<file path="src/hdl/wlq_pkg.sv">
// Shared types and constants for the worker liveness LRU queue.
// Used by the front end, the command queue, the table engine and the top level.
package wlq_pkg;

  localparam int MAX_WORKERS = 16;
  localparam int ID_W        = 16;
  localparam int CNT_W       = $clog2(MAX_WORKERS + 1);
  localparam int IDX_W       = (MAX_WORKERS > 1) ? $clog2(MAX_WORKERS) : 1;
  localparam int TIME_W      = 32;
  localparam int TICKS_W     = 16;

  localparam logic [TICKS_W-1:0] EXPIRY_RST = 16'd3000;
  localparam logic [TICKS_W-1:0] HB_RST     = 16'd1000;

  localparam logic [2:0] OP_REFRESH = 3'd0;
  localparam logic [2:0] OP_FORWARD = 3'd1;
  localparam logic [2:0] OP_INVALID = 3'd2;
  localparam logic [2:0] OP_REQUEST = 3'd3;
  localparam logic [2:0] OP_TICK    = 3'd4;
  localparam logic [2:0] OP_NOP     = 3'd5;

  typedef struct packed {
    logic [2:0]      op;
    logic [ID_W-1:0] id;
  } cmd_t;

  typedef struct packed {
    logic full;
    logic empty;
  } fifo_st_t;

endpackage

</file>
<file path="src/hdl/worker_liveness_lru_queue.sv">
// Worker liveness LRU queue: front end, command queue, table engine, config registers.
// The table engine's sequencer takes a new item only after it is through with the last one,
// including the append of a stored worker item, the expiry purge and the heartbeat results.
// Reset (rst_n low, synchronous): empty table, time 0, next heartbeat 1000,
// expiry_ticks 3000, heartbeat_ticks 1000.
module worker_liveness_lru_queue (
  input  logic        clk,
  input  logic        rst_n,
  input  logic        in_tvalid,
  output logic        in_tready,
  input  logic [23:0] in_tdata,   // worker_id[15:0], control_byte[23:16]
  input  logic [2:0]  in_tuser,   // func[1:0], single_frame[2]
  output logic        out_tvalid,
  input  logic        out_tready,
  output logic [15:0] out_tdata,  // worker_id_res[15:0]
  output logic [2:0]  out_tuser,  // kind[2:0]
  output logic        out_tlast,
  input  logic        psel,
  input  logic        penable,
  input  logic        pwrite,
  input  logic [2:0]  paddr,
  input  logic [31:0] pwdata,
  output logic [31:0] prdata,
  output logic        pready
);
  import wlq_pkg::*;

  localparam logic REG_EXPIRY = 1'b0;
  localparam logic REG_HBEAT  = 1'b1;

  logic [TICKS_W-1:0] expiry_r, expiry_nxt;
  logic [TICKS_W-1:0] hb_r, hb_nxt;
  logic               cfg_wr;
  fifo_st_t           fifo_st;
  logic               push, pop;
  cmd_t               push_cmd, pop_cmd;

  assign pready = 1'b1;
  assign cfg_wr = psel && penable && pwrite;

  always_comb begin
    expiry_nxt = expiry_r;
    hb_nxt     = hb_r;
    if (cfg_wr) begin
      if (paddr[2] == REG_EXPIRY) begin
        expiry_nxt = pwdata[TICKS_W-1:0];
      end else begin
        hb_nxt = pwdata[TICKS_W-1:0];
      end
    end
    prdata = (paddr[2] == REG_HBEAT) ? 32'(hb_r) : 32'(expiry_r);
  end

  always_ff @(posedge clk) begin
    if (!rst_n) begin
      expiry_r <= EXPIRY_RST;
      hb_r     <= HB_RST;
    end else begin
      expiry_r <= expiry_nxt;
      hb_r     <= hb_nxt;
    end
  end

  wlq_front u_front (
    .in_tvalid (in_tvalid),
    .in_tready (in_tready),
    .in_tdata  (in_tdata),
    .in_tuser  (in_tuser),
    .fifo_st   (fifo_st),
    .push      (push),
    .push_cmd  (push_cmd)
  );

  wlq_fifo u_fifo (
    .clk      (clk),
    .rst_n    (rst_n),
    .push     (push),
    .push_cmd (push_cmd),
    .pop      (pop),
    .pop_cmd  (pop_cmd),
    .st       (fifo_st)
  );

  wlq_back u_back (
    .clk             (clk),
    .rst_n           (rst_n),
    .cmd_valid       (!fifo_st.empty),
    .cmd             (pop_cmd),
    .cmd_pop         (pop),
    .expiry_ticks    (expiry_r),
    .heartbeat_ticks (hb_r),
    .out_tvalid      (out_tvalid),
    .out_tready      (out_tready),
    .out_tdata       (out_tdata),
    .out_tuser       (out_tuser),
    .out_tlast       (out_tlast)
  );

endmodule

</file>
<file path="src/hdl/wlq_front.sv">
// Input side: accepts items and classifies them into table commands.
// Depends on wlq_pkg; feeds wlq_fifo.
module wlq_front (
  input  logic                 in_tvalid,
  output logic                 in_tready,
  input  logic [23:0]          in_tdata,  // worker_id[15:0], control_byte[23:16]
  input  logic [2:0]           in_tuser,  // func[1:0], single_frame[2]
  input  wlq_pkg::fifo_st_t    fifo_st,
  output logic                 push,
  output wlq_pkg::cmd_t        push_cmd
);
  import wlq_pkg::*;

  localparam logic [1:0] FUNC_WORKER  = 2'd0;
  localparam logic [1:0] FUNC_REQUEST = 2'd1;
  localparam logic [1:0] FUNC_TICK    = 2'd2;
  localparam logic [7:0] CTRL_READY   = 8'd1;
  localparam logic [7:0] CTRL_HBEAT   = 8'd2;

  logic [1:0] func;
  logic       single;
  logic [7:0] ctrl;

  assign func   = in_tuser[1:0];
  assign single = in_tuser[2];
  assign ctrl   = in_tdata[23:16];

  assign in_tready = !fifo_st.full;
  assign push      = in_tvalid && !fifo_st.full;

  always_comb begin
    push_cmd.id = in_tdata[ID_W-1:0];
    case (func)
      FUNC_WORKER: begin
        if (!single) begin
          push_cmd.op = OP_FORWARD;
        end else if (ctrl == CTRL_READY || ctrl == CTRL_HBEAT) begin
          push_cmd.op = OP_REFRESH;
        end else begin
          push_cmd.op = OP_INVALID;
        end
      end
      FUNC_REQUEST: push_cmd.op = OP_REQUEST;
      FUNC_TICK:    push_cmd.op = OP_TICK;
      default:      push_cmd.op = OP_NOP;
    endcase
  end

endmodule

</file>
<file path="src/hdl/wlq_fifo.sv">
// Short command queue between the front end and the table engine.
// Depends on wlq_pkg.
module wlq_fifo (
  input  logic               clk,
  input  logic               rst_n,
  input  logic               push,
  input  wlq_pkg::cmd_t      push_cmd,
  input  logic               pop,
  output wlq_pkg::cmd_t      pop_cmd,
  output wlq_pkg::fifo_st_t  st
);
  import wlq_pkg::*;

  localparam int DEPTH = 4;
  localparam int PTR_W = $clog2(DEPTH);
  localparam int LVL_W = $clog2(DEPTH + 1);

  cmd_t             mem_r [DEPTH];
  logic [PTR_W-1:0] wr_r, wr_nxt;
  logic [PTR_W-1:0] rd_r, rd_nxt;
  logic [LVL_W-1:0] lvl_r, lvl_nxt;
  logic             do_push, do_pop;

  assign st.full  = (lvl_r == LVL_W'(DEPTH));
  assign st.empty = (lvl_r == '0);
  assign do_push  = push && !st.full;
  assign do_pop   = pop && !st.empty;
  assign pop_cmd  = mem_r[rd_r];

  always_comb begin
    wr_nxt  = do_push ? wr_r + PTR_W'(1) : wr_r;
    rd_nxt  = do_pop ? rd_r + PTR_W'(1) : rd_r;
    lvl_nxt = lvl_r;
    if (do_push && !do_pop) begin
      lvl_nxt = lvl_r + LVL_W'(1);
    end else if (do_pop && !do_push) begin
      lvl_nxt = lvl_r - LVL_W'(1);
    end
  end

  always_ff @(posedge clk) begin
    if (!rst_n) begin
      wr_r  <= '0;
      rd_r  <= '0;
      lvl_r <= '0;
    end else begin
      wr_r  <= wr_nxt;
      rd_r  <= rd_nxt;
      lvl_r <= lvl_nxt;
    end
  end

  always_ff @(posedge clk) begin
    if (do_push) begin
      mem_r[wr_r] <= push_cmd;
    end
  end

endmodule

</file>
<file path="src/hdl/wlq_back.sv">
// Table engine: ordered worker table, time, heartbeat rounds, expiry purge.
// Depends on wlq_pkg; takes commands from wlq_fifo and drives the result register.
module wlq_back (
  input  logic                              clk,
  input  logic                              rst_n,
  input  logic                              cmd_valid,
  input  wlq_pkg::cmd_t                     cmd,
  output logic                              cmd_pop,
  input  logic [wlq_pkg::TICKS_W-1:0]       expiry_ticks,
  input  logic [wlq_pkg::TICKS_W-1:0]       heartbeat_ticks,
  output logic                              out_tvalid,
  input  logic                              out_tready,
  output logic [15:0]                       out_tdata,  // worker_id_res[15:0]
  output logic [2:0]                        out_tuser,  // kind[2:0]
  output logic                              out_tlast
);
  import wlq_pkg::*;

  localparam logic [2:0] S_IDLE   = 3'd0;
  localparam logic [2:0] S_EXEC   = 3'd1;
  localparam logic [2:0] S_APPEND = 3'd2;
  localparam logic [2:0] S_HB     = 3'd3;
  localparam logic [2:0] S_PURGE  = 3'd4;

  localparam logic [2:0] K_ASSIGN  = 3'd0;
  localparam logic [2:0] K_HBEAT   = 3'd1;
  localparam logic [2:0] K_FORWARD = 3'd2;
  localparam logic [2:0] K_INVALID = 3'd3;
  localparam logic [2:0] K_NOWORK  = 3'd4;
  localparam logic [2:0] K_FULL    = 3'd5;

  localparam logic [CNT_W-1:0] CNT_MAX = CNT_W'(MAX_WORKERS);

  logic [2:0]        state_r, state_nxt;
  cmd_t              cmd_r, cmd_nxt;
  logic [ID_W-1:0]   ids_r [MAX_WORKERS];
  logic [ID_W-1:0]   ids_nxt [MAX_WORKERS];
  logic [TIME_W-1:0] exp_r [MAX_WORKERS];
  logic [TIME_W-1:0] exp_nxt [MAX_WORKERS];
  logic [CNT_W-1:0]  cnt_r, cnt_nxt;
  logic [TIME_W-1:0] time_r, time_nxt;
  logic [TIME_W-1:0] nhb_r, nhb_nxt;
  logic [IDX_W-1:0]  hb_idx_r, hb_idx_nxt;
  logic              out_vld_r, out_vld_nxt;
  logic [2:0]        out_kind_r, out_kind_nxt;
  logic [ID_W-1:0]   out_id_r, out_id_nxt;
  logic              out_last_r, out_last_nxt;

  logic [MAX_WORKERS-1:0] match;
  logic                   found;
  logic [IDX_W-1:0]       pos;
  logic                   rm_en;
  logic [IDX_W-1:0]       rm_pos;
  logic                   wr_en;
  logic                   out_free;
  logic                   full;
  logic [CNT_W-1:0]       cnt_m1;
  logic [TIME_W-1:0]      t_inc;
  logic [TIME_W-1:0]      d_hb;
  logic [TIME_W-1:0]      d_exp;
  logic                   head_expired;
  logic                   hb_last;

  assign out_free = !out_vld_r || out_tready;
  assign full     = (cnt_r == CNT_MAX);
  assign cnt_m1   = cnt_r - CNT_W'(1);
  assign t_inc    = time_r + TIME_W'(1);
  assign d_hb     = t_inc - nhb_r;
  assign d_exp    = time_r - exp_r[0];
  assign head_expired = (cnt_r != '0) && !d_exp[TIME_W-1];
  assign hb_last  = (CNT_W'(hb_idx_r) == cnt_m1) ||
                    (hb_idx_r == IDX_W'(MAX_WORKERS - 1));

  always_comb begin
    found = 1'b0;
    pos   = '0;
    for (int i = 0; i < MAX_WORKERS; i++) begin
      match[i] = (ids_r[i] == cmd_r.id) && (CNT_W'(i) < cnt_r);
    end
    for (int i = MAX_WORKERS - 1; i >= 0; i--) begin
      if (match[i]) begin
        found = 1'b1;
        pos   = IDX_W'(i);
      end
    end
  end

  always_comb begin
    state_nxt    = state_r;
    cmd_nxt      = cmd_r;
    cnt_nxt      = cnt_r;
    time_nxt     = time_r;
    nhb_nxt      = nhb_r;
    hb_idx_nxt   = hb_idx_r;
    out_vld_nxt  = out_vld_r && !out_tready;
    out_kind_nxt = out_kind_r;
    out_id_nxt   = out_id_r;
    out_last_nxt = out_last_r;
    rm_en        = 1'b0;
    rm_pos       = '0;
    wr_en        = 1'b0;
    cmd_pop      = 1'b0;

    case (state_r)
      S_IDLE: begin
        if (cmd_valid) begin
          cmd_pop   = 1'b1;
          cmd_nxt   = cmd;
          state_nxt = S_EXEC;
        end
      end
      S_EXEC: begin
        case (cmd_r.op)
          OP_REFRESH, OP_FORWARD, OP_INVALID: begin
            if (!found && full) begin
              if (out_free) begin
                out_vld_nxt  = 1'b1;
                out_kind_nxt = K_FULL;
                out_id_nxt   = cmd_r.id;
                out_last_nxt = 1'b1;
                state_nxt    = S_PURGE;
              end
            end else begin
              if (found) begin
                rm_en   = 1'b1;
                rm_pos  = pos;
                cnt_nxt = cnt_m1;
              end
              state_nxt = S_APPEND;
            end
          end
          OP_REQUEST: begin
            if (out_free) begin
              out_vld_nxt  = 1'b1;
              out_last_nxt = 1'b1;
              if (cnt_r == '0) begin
                out_kind_nxt = K_NOWORK;
                out_id_nxt   = '0;
              end else begin
                out_kind_nxt = K_ASSIGN;
                out_id_nxt   = ids_r[0];
                rm_en        = 1'b1;
                cnt_nxt      = cnt_m1;
              end
              state_nxt = S_PURGE;
            end
          end
          OP_TICK: begin
            time_nxt  = t_inc;
            state_nxt = S_PURGE;
            if (!d_hb[TIME_W-1]) begin
              nhb_nxt    = t_inc + TIME_W'(heartbeat_ticks);
              hb_idx_nxt = '0;
              if (cnt_r != '0) begin
                state_nxt = S_HB;
              end
            end
          end
          default: state_nxt = S_PURGE;
        endcase
      end
      S_APPEND: begin
        if (cmd_r.op == OP_REFRESH || out_free) begin
          wr_en     = 1'b1;
          cnt_nxt   = cnt_r + CNT_W'(1);
          state_nxt = S_PURGE;
          if (cmd_r.op != OP_REFRESH) begin
            out_vld_nxt  = 1'b1;
            out_kind_nxt = (cmd_r.op == OP_FORWARD) ? K_FORWARD : K_INVALID;
            out_id_nxt   = cmd_r.id;
            out_last_nxt = 1'b1;
          end
        end
      end
      S_HB: begin
        if (out_free) begin
          out_vld_nxt  = 1'b1;
          out_kind_nxt = K_HBEAT;
          out_id_nxt   = ids_r[hb_idx_r];
          out_last_nxt = hb_last;
          hb_idx_nxt   = hb_idx_r + IDX_W'(1);
          if (hb_last) begin
            state_nxt = S_PURGE;
          end
        end
      end
      S_PURGE: begin
        if (head_expired) begin
          rm_en   = 1'b1;
          cnt_nxt = cnt_m1;
        end else begin
          state_nxt = S_IDLE;
        end
      end
      default: state_nxt = S_IDLE;
    endcase
  end

  always_comb begin
    for (int i = 0; i < MAX_WORKERS; i++) begin
      ids_nxt[i] = ids_r[i];
      exp_nxt[i] = exp_r[i];
      if (rm_en && IDX_W'(i) >= rm_pos && i < MAX_WORKERS - 1) begin
        ids_nxt[i] = ids_r[(i + 1) % MAX_WORKERS];
        exp_nxt[i] = exp_r[(i + 1) % MAX_WORKERS];
      end
      if (wr_en && cnt_r == CNT_W'(i)) begin
        ids_nxt[i] = cmd_r.id;
        exp_nxt[i] = time_r + TIME_W'(expiry_ticks);
      end
    end
  end

  always_ff @(posedge clk) begin
    if (!rst_n) begin
      state_r   <= S_IDLE;
      cnt_r     <= '0;
      time_r    <= '0;
      nhb_r     <= TIME_W'(HB_RST);
      hb_idx_r  <= '0;
      out_vld_r <= 1'b0;
    end else begin
      state_r   <= state_nxt;
      cnt_r     <= cnt_nxt;
      time_r    <= time_nxt;
      nhb_r     <= nhb_nxt;
      hb_idx_r  <= hb_idx_nxt;
      out_vld_r <= out_vld_nxt;
    end
  end

  always_ff @(posedge clk) begin
    cmd_r      <= cmd_nxt;
    out_kind_r <= out_kind_nxt;
    out_id_r   <= out_id_nxt;
    out_last_r <= out_last_nxt;
    for (int i = 0; i < MAX_WORKERS; i++) begin
      ids_r[i] <= ids_nxt[i];
      exp_r[i] <= exp_nxt[i];
    end
  end

  assign out_tvalid = out_vld_r;
  assign out_tdata  = 16'(out_id_r);
  assign out_tuser  = out_kind_r;
  assign out_tlast  = out_last_r;

endmodule

</file>
<file path="config.mk">
export PLATFORM = sky130hd
export DESIGN_NAME = worker_liveness_lru_queue
export DESIGN_NICKNAME = d
export VERILOG_FILES = /design/src/hdl/wlq_pkg.sv /design/src/hdl/worker_liveness_lru_queue.sv /design/src/hdl/wlq_front.sv /design/src/hdl/wlq_fifo.sv /design/src/hdl/wlq_back.sv
export SDC_FILE = /design/constraint.sdc
export NUM_CORES = 2
export LEC_CHECK = 0
export BUFFER_PORTS_ARGS = -buffer_cell sky130_fd_sc_hd__buf_4
export CORE_ASPECT_RATIO = 0.75
export CORE_MARGIN = 10
export CORE_UTILIZATION = 55
export CTS_CLUSTER_DIAMETER = 30
export DETAILED_ROUTE_END_ITERATION = 16
export PLACE_DENSITY_LB_ADDON = 0.1
export SETUP_SLACK_MARGIN = 0.5
export SLEW_MARGIN = 20
export SYNTH_ARGS = -nofsm -noshare
export SYNTH_HDL_FRONTEND = slang
export SYNTH_SLANG_ARGS = --single-unit
</file>
<file path="constraint.sdc">
create_clock -name clk -period 13.55 [get_ports clk]
set_input_delay 0 -clock clk [delete_from_list [all_inputs] [get_ports clk]]
set_output_delay 0 -clock clk [all_outputs]
set_load 0.02 [all_outputs]
</file>
Yosys cells after proc, flatten, opt, wreduce, memory -nomap -nowiden
Memory sizes are Yosys's and may differ from the RTL's. A register that Yosys moved wholly into a read port is not among the register bits.
Index checks and enable logic that the tools add are counted.
{"block": "totals", "romBits": 0, "output_inout_bits": 55, "inputBits": 69, "mem_count": 3, "word_cells": 391, "reg_bits": 136, "ramBits": 844, "latch_bits": 0}
{"memory": "u_back.exp_r", "depth": 16, "width": 32, "rd": 16, "rd_clocked_by_memory_dff": 0, "wr": 16, "line": "wlq_back.sv:38", "rtl": "logic [TIME_W-1:0] exp_r [MAX_WORKERS];"}
{"memory": "u_back.ids_r", "depth": 16, "width": 16, "rd": 17, "rd_clocked_by_memory_dff": 1, "wr": 16, "line": "wlq_back.sv:36", "rtl": "logic [ID_W-1:0] ids_r [MAX_WORKERS];"}
{"memory": "u_fifo.mem_r", "depth": 4, "width": 19, "rd": 1, "rd_clocked_by_memory_dff": 1, "wr": 1, "line": "wlq_fifo.sv:18", "rtl": "cmd_t mem_r [DEPTH];"}
{"block": "op_classes", "eq_ne": 63, "shifts": 0, "multipliers": 0, "n_bitwise": 3, "div_mod_pow": 0, "order_cmp": 31, "mux": 174, "reduce_logical": 91, "add_sub_neg": 12}
{"operator": "32-bit two-way mux", "n": 31}
{"operator": "16-bit two-way mux", "n": 39}
{"operator": "16-bit == test", "n": 16}
{"operator": "4-bit two-way mux", "n": 25}
{"operator": "32-bit by 16-bit adder with 32-bit output", "n": 2}
{"operator": "32-bit subtractor", "n": 2}
{"operator": "1-bit logical AND", "n": 57}
{"operator": "3-bit two-way mux", "n": 19}
{"operator": "16-bit one-hot mux with 3 select lines", "n": 1}
{"operator": "5-bit by 4-bit == test with 1-bit output, second input constant", "n": 8}
{"operator": "4-bit by 5-bit < comparator with 1-bit output, first input constant", "n": 8}
{"operator": "1-bit two-way mux", "n": 37}
{"operator": "32-bit by 1-bit adder with 32-bit output, second input constant", "n": 1}
{"operator": "16-bit one-hot mux with 2 select lines", "n": 1}
{"operator": "5-bit two-way mux", "n": 6}
{"operator": "4-bit greater-or-equal comparator, first input constant", "n": 7}
{"operator": "3-bit one-hot mux with 3 select lines", "n": 3}
{"operator": "5-bit by 3-bit == test with 1-bit output, second input constant", "n": 4}
{"operator": "3-bit by 5-bit < comparator with 1-bit output, first input constant", "n": 4}
{"operator": "3-bit by 4-bit greater-or-equal comparator with 1-bit output, first input constant", "n": 4}
{"operator": "8-bit AND reduction", "n": 2}
{"operator": "3-bit one-hot mux with 5 select lines", "n": 1}
{"operator": "5-bit one-hot mux with 3 select lines", "n": 1}
{"operator": "3-bit by 2-bit == test with 1-bit output, second input constant", "n": 4}
{"operator": "46 further kinds", "n": 91}

Logic depth before layout (Yosys ltp)
An unclocked memory read counts as a cell.
{"block": "depth", "depth_word": 28, "ltp_mapped": 19, "ltp_nobuf": 18}

By module
A second synthesis with hierarchy kept.
{"block": "hier_totals", "hier_cells": 4215, "area_unflattened_um2": 50881.3}
{"module": "wlq_back", "seq_area_each_um2": 25854.8, "area_per_inst_um2": 45790.2, "cells_each": 3879, "instances": 1}
{"module": "wlq_fifo", "seq_area_each_um2": 2462.4, "area_per_inst_um2": 3251.9, "cells_each": 147, "instances": 1}
{"module": "worker_liveness_lru_queue", "seq_area_each_um2": 640.6, "area_per_inst_um2": 1657.8, "cells_each": 164, "instances": 1}
{"module": "wlq_front", "seq_area_each_um2": 0.0, "area_per_inst_um2": 181.4, "cells_each": 25, "instances": 1}

Worst setup path after synthesis
OpenSTA, ideal clock, no wires.
{"block": "synth_timing", "kind": "register -> register", "from": "reg, netlist name u_back.state_r[1]", "to": "mem u_back.exp_r[15][0] (netlist: u_back.exp_r[1][224]) (enable)", "path_stages_with_launch": 8, "t_required_ps": 12977, "n_path_buf": 2, "setup_ps": 573, "synth_period_minus_slack_ps": 6271, "setup_slack_ps": 7279, "arrival_ps": 5699, "cell_sequence": "dfxtp_1 -> buf_2 -> nand2b_1 -> or2_1 -> clkbuf_1 -> inv_2 -> nand2_1 -> nor4_1"}
{"element": "to (decl)", "line": "wlq_back.sv:38"}

==> impl_results.md <==
- Nets: 4,754
- Post-Synthesis Cells: 4,464
- Max Buffers Root-to-Sink: 3
- WL per Instance: 21.6 um
- Worst Setup Start Kind: flip-flop
- Vias per std cell: 5.83
- Crit path time final: 5570 ps
- Die Ht: 284 um
- Area grow syn2layout: 16.4%
- CP Capture Type: flip-flop
- DRC viols: 0
- Min-Delay Endpoint: hb_r[14]$_SDFFE_PN0P_
- Worst reg2reg setup slack: 7980 ps
- Clk sinks: 1,003
- VDD IR max: 0.154 mV
- Tot GR Track Use: 24.1%
- Pre-CTS worst setup slack: 8060 ps
- Detail Placement HPWL: 85,900 um
- Seq cells post-synth: 1,003
- Final worst slack: 7980 ps
- Final cycle utilization of the critical path: 41.1%
- Root buffer cell: clkbuf_16
- CP Cell Sequence: nand2_1 -> o21ba_2 -> nor4b_1 -> nand4_1 -> o211ai_1 -> a2111oi_2 -> a211oi_1 -> or2_1 -> and3b_2 -> a22oi_2 -> buf_4
- Status: finished clean
- Slew @ Worst Pin: 1220 ps
- Lkg Pwr: 22.3 nW
- Grt ovf: 0
- CP arrival: 5970 ps
- Die area: 0.106 sq mm
- CTS H-tree lvls: 4
- Vias in the first global route: 33,301
- Worst r2r src: u_back.cnt_r[2]$_SDFFE_PN0P_
- Max-cap violations: 0
- Most frequent cells in the layout: edfxtp_1, nand2_1, o21ai_0, xor2_1, mux2_2
- First-pass GRT wire length: 199,000 um
- Post-cts resize count: 0
- Die span in x: 372 um
- CP Data Required Time: 13,960 ps
- Largest net degree at the start of global routing: 92
- CP max stage delay: 1120 ps
- GPL Wtd Cong: 0.966
- CTS clock-pin slew for the worst setup and hold paths: 50 ps
- Max_slew headroom: 18.6%
- Initial antenna violation count: 3
- Ys async rst share: 0%
- Fillers: 6,967
- Row count: 96
- Flop pwr share: 37.9%
- PwrDens: 179 mW/mm^2
- Iteration count of the initial detailed-routing pass: 6
- CP Class: flip-flop to flip-flop
- Final setup vio count: 0
- Post-CTS Hold Fix Bufs: 83
- Initial core utilization: 55.7%
- Total routed wirelength: 129,000 um
- Hold-critical path depth: 4
- RSZ-0062 raised after global routing: false
- Synth cell types: 91
- Seq/Total Area, Yosys: 56.6%
- Slew Limit Fails: 0
- IO Count: 124
- Worst path slowest cell: dfxtp_1
- Max Fanout on Critical Path: 32
- Setup Skew: 32.1 ps
- Hold Path Class: input pin to flip-flop
- Comb pwr share: 20.6%
- Final ANT Viol Nets: 0
- Post-Syn Area: 0.0511 sq mm
- Clock share of power: 41.5%
- Syn Area/Cell: 11.4 sq um
- DR vias: 34,686
- Reg2Reg Depth: 11
- P_sw: 3.27 mW
- CTS Buf Count: 171
- Top FF cell, synth: edfxtp_1
- Warnings from Yosys: 0
- Sw Share: 30.8%
- Setup Buffers After CTS: 0
- Worst-Skew Late Latency: 780 ps
- DRT iter0 DRCs: 3,341
- Hold Crit Start: pwdata[14]
- CTS tree: built
- Peak Freq: 180 MHz
- Layout cells sized above 1: 18.0%
- Final hold vios: 0
- Fin util: 64.8%
- Post-synth EDFFs: 883
- Port Buffer Count: 88
- R2R Path End: u_back.exp_r[0][200]$_DFFE_PP_
- Post-Route Setup TNS: 0 ps
- Internal power: 7.35 mW
- CORE AREA: 0.0918 sq mm
- Most common cell after layout, fill and taps aside: edfxtp_1
-- cell usage after synthesis (19+ instances only) --
master      n  share of area (%)
a21o_1     20               0.29
a21oi_1   106                1.0
and3_1     21               0.26
buf_1      20               0.15
buf_2      39               0.38
buf_4      38               0.56
clkbuf_1  222                1.6
dfxtp_1   120                4.7
edfxtp_1  883                 52
ha_1      104                2.5
inv_1     126               0.93
mux2_2    219                4.8
mux4_2     99                4.4
nand2_1   839                6.2
nand2b_1   21               0.26
nand3_1   100               0.98
nand4_1    68               0.83
nor2_1    147                1.1
nor3_1     40               0.39
nor4_1     81               0.99
o21ai_0   517                5.1
or3_1      19               0.23
xnor2_1   128                2.2
xor2_1    249                4.3
-- worst max path at each step --
stage | from | to | slack [ps]
floorplan | u_back.state_r[1]$_SDFFE_PN0P_ | u_back.exp_r[1][224]$_DFFE_PP_ | 7280
global placement | u_back.time_r[0]$_SDFFE_PN0P_ | u_back.nhb_r[5]$_SDFFE_PN1P_ | 8060
detailed placement | u_back.time_r[0]$_SDFFE_PN0P_ | u_back.nhb_r[5]$_SDFFE_PN1P_ | 8060
CTS | u_back.time_r[0]$_SDFFE_PN0P_ | u_back.nhb_r[5]$_SDFFE_PN1P_ | 8040
global route | u_back.time_r[0]$_SDFFE_PN0P_ | u_back.nhb_r[5]$_SDFFE_PN1P_ | 7640
finish | u_back.cnt_r[2]$_SDFFE_PN0P_ | u_back.exp_r[0][200]$_DFFE_PP_ | 7980
-- critical path, delay by kind of cell (launching register included) --
family	cells	cell delay [ps]
compound gates	5	2080
simple gates	5	1420
flops	1	1120
buf+inv	1	560
-- cell families after synthesis --
group / share of synthesized area [%]
XOR/XNOR: 6.53
flip-flops: 56.6
adder cells (fa/ha/maj): 2.67
multiplexers: 9.27
buffers and inverters: 3.89
AO/OA/AOI/OAI: 8.23
AND/OR/NAND/NOR: 12.8
other: 0.0147
-- registers in the layout (all words and copies together), names as in the netlist, 5 cells and up, named ones only --
| register | flops |
|---|---|
| expiry_r | 16 |
| hb_r | 16 |
| u_back.cmd_r | 19 |
| u_back.cnt_r | 5 |
| u_back.exp_r | 512 |
| u_back.ids_r | 256 |
| u_back.nhb_r | 32 |
| u_back.out_tdata | 16 |
| u_back.time_r | 32 |
| u_fifo.mem_r | 76 |
-- power by group through the flow --
stage | clock [mW] | sequential (mW) | combinational, mW
floorplan | 0 | 3.99 | 1.53
global placement | 0 | 4.06 | 2.08
detailed placement | 0 | 4.07 | 2.12
CTS | 4.46 | 4.01 | 2.15
global route | 4.61 | 4.05 | 2.35
finish | 4.41 | 4.02 | 2.19
-- through the flow --
stage | instance area [sq um] | instances | hold WS [ps] | power, mW
4_1_cts | 59400 | 5950 | 1.39 | 10.6
6_report | 59500 | 5951 | 53.4 | 10.6
3_5_place_dp | 52600 | 5547 | 205 | 6.19
3_3_place_gp | 52600 | 5547 | 202 | 6.14
2_1_floorplan | 51100 | 4479 | 98.9 | 5.52
5_1_grt | 59500 | 5950 | 56.6 | 11.0
-- cell type report --
type | count | area (sq um) | share of cell area [%]
tap | 1225 | 1530 | 2.58
clock buffer | 191 | 4460 | 7.50
multi-input combinational | 3017 | 20400 | 34.4
timing repair buffer | 255 | 2130 | 3.58
clock inverter | 129 | 1500 | 2.52
sequential | 1003 | 28900 | 48.6
inverter | 130 | 489 | 0.823
antenna | 1 | 2.50 | 0.00421
-- routing by layer --
| layer | vias up | track usage (%) | routed length (um) |
|---|---|---|---|
| met2 | 1364 | 32.9 | 52900 |
| met3 | 185 | 7.57 | 13300 |
| met5 | - | 0 | 0 |
| met1 | 16706 | 36.1 | 60100 |
| li1 | 16431 | - | - |
| met4 | 0 | 7.09 | 2350 |
(Power assumes the default switching activity.)
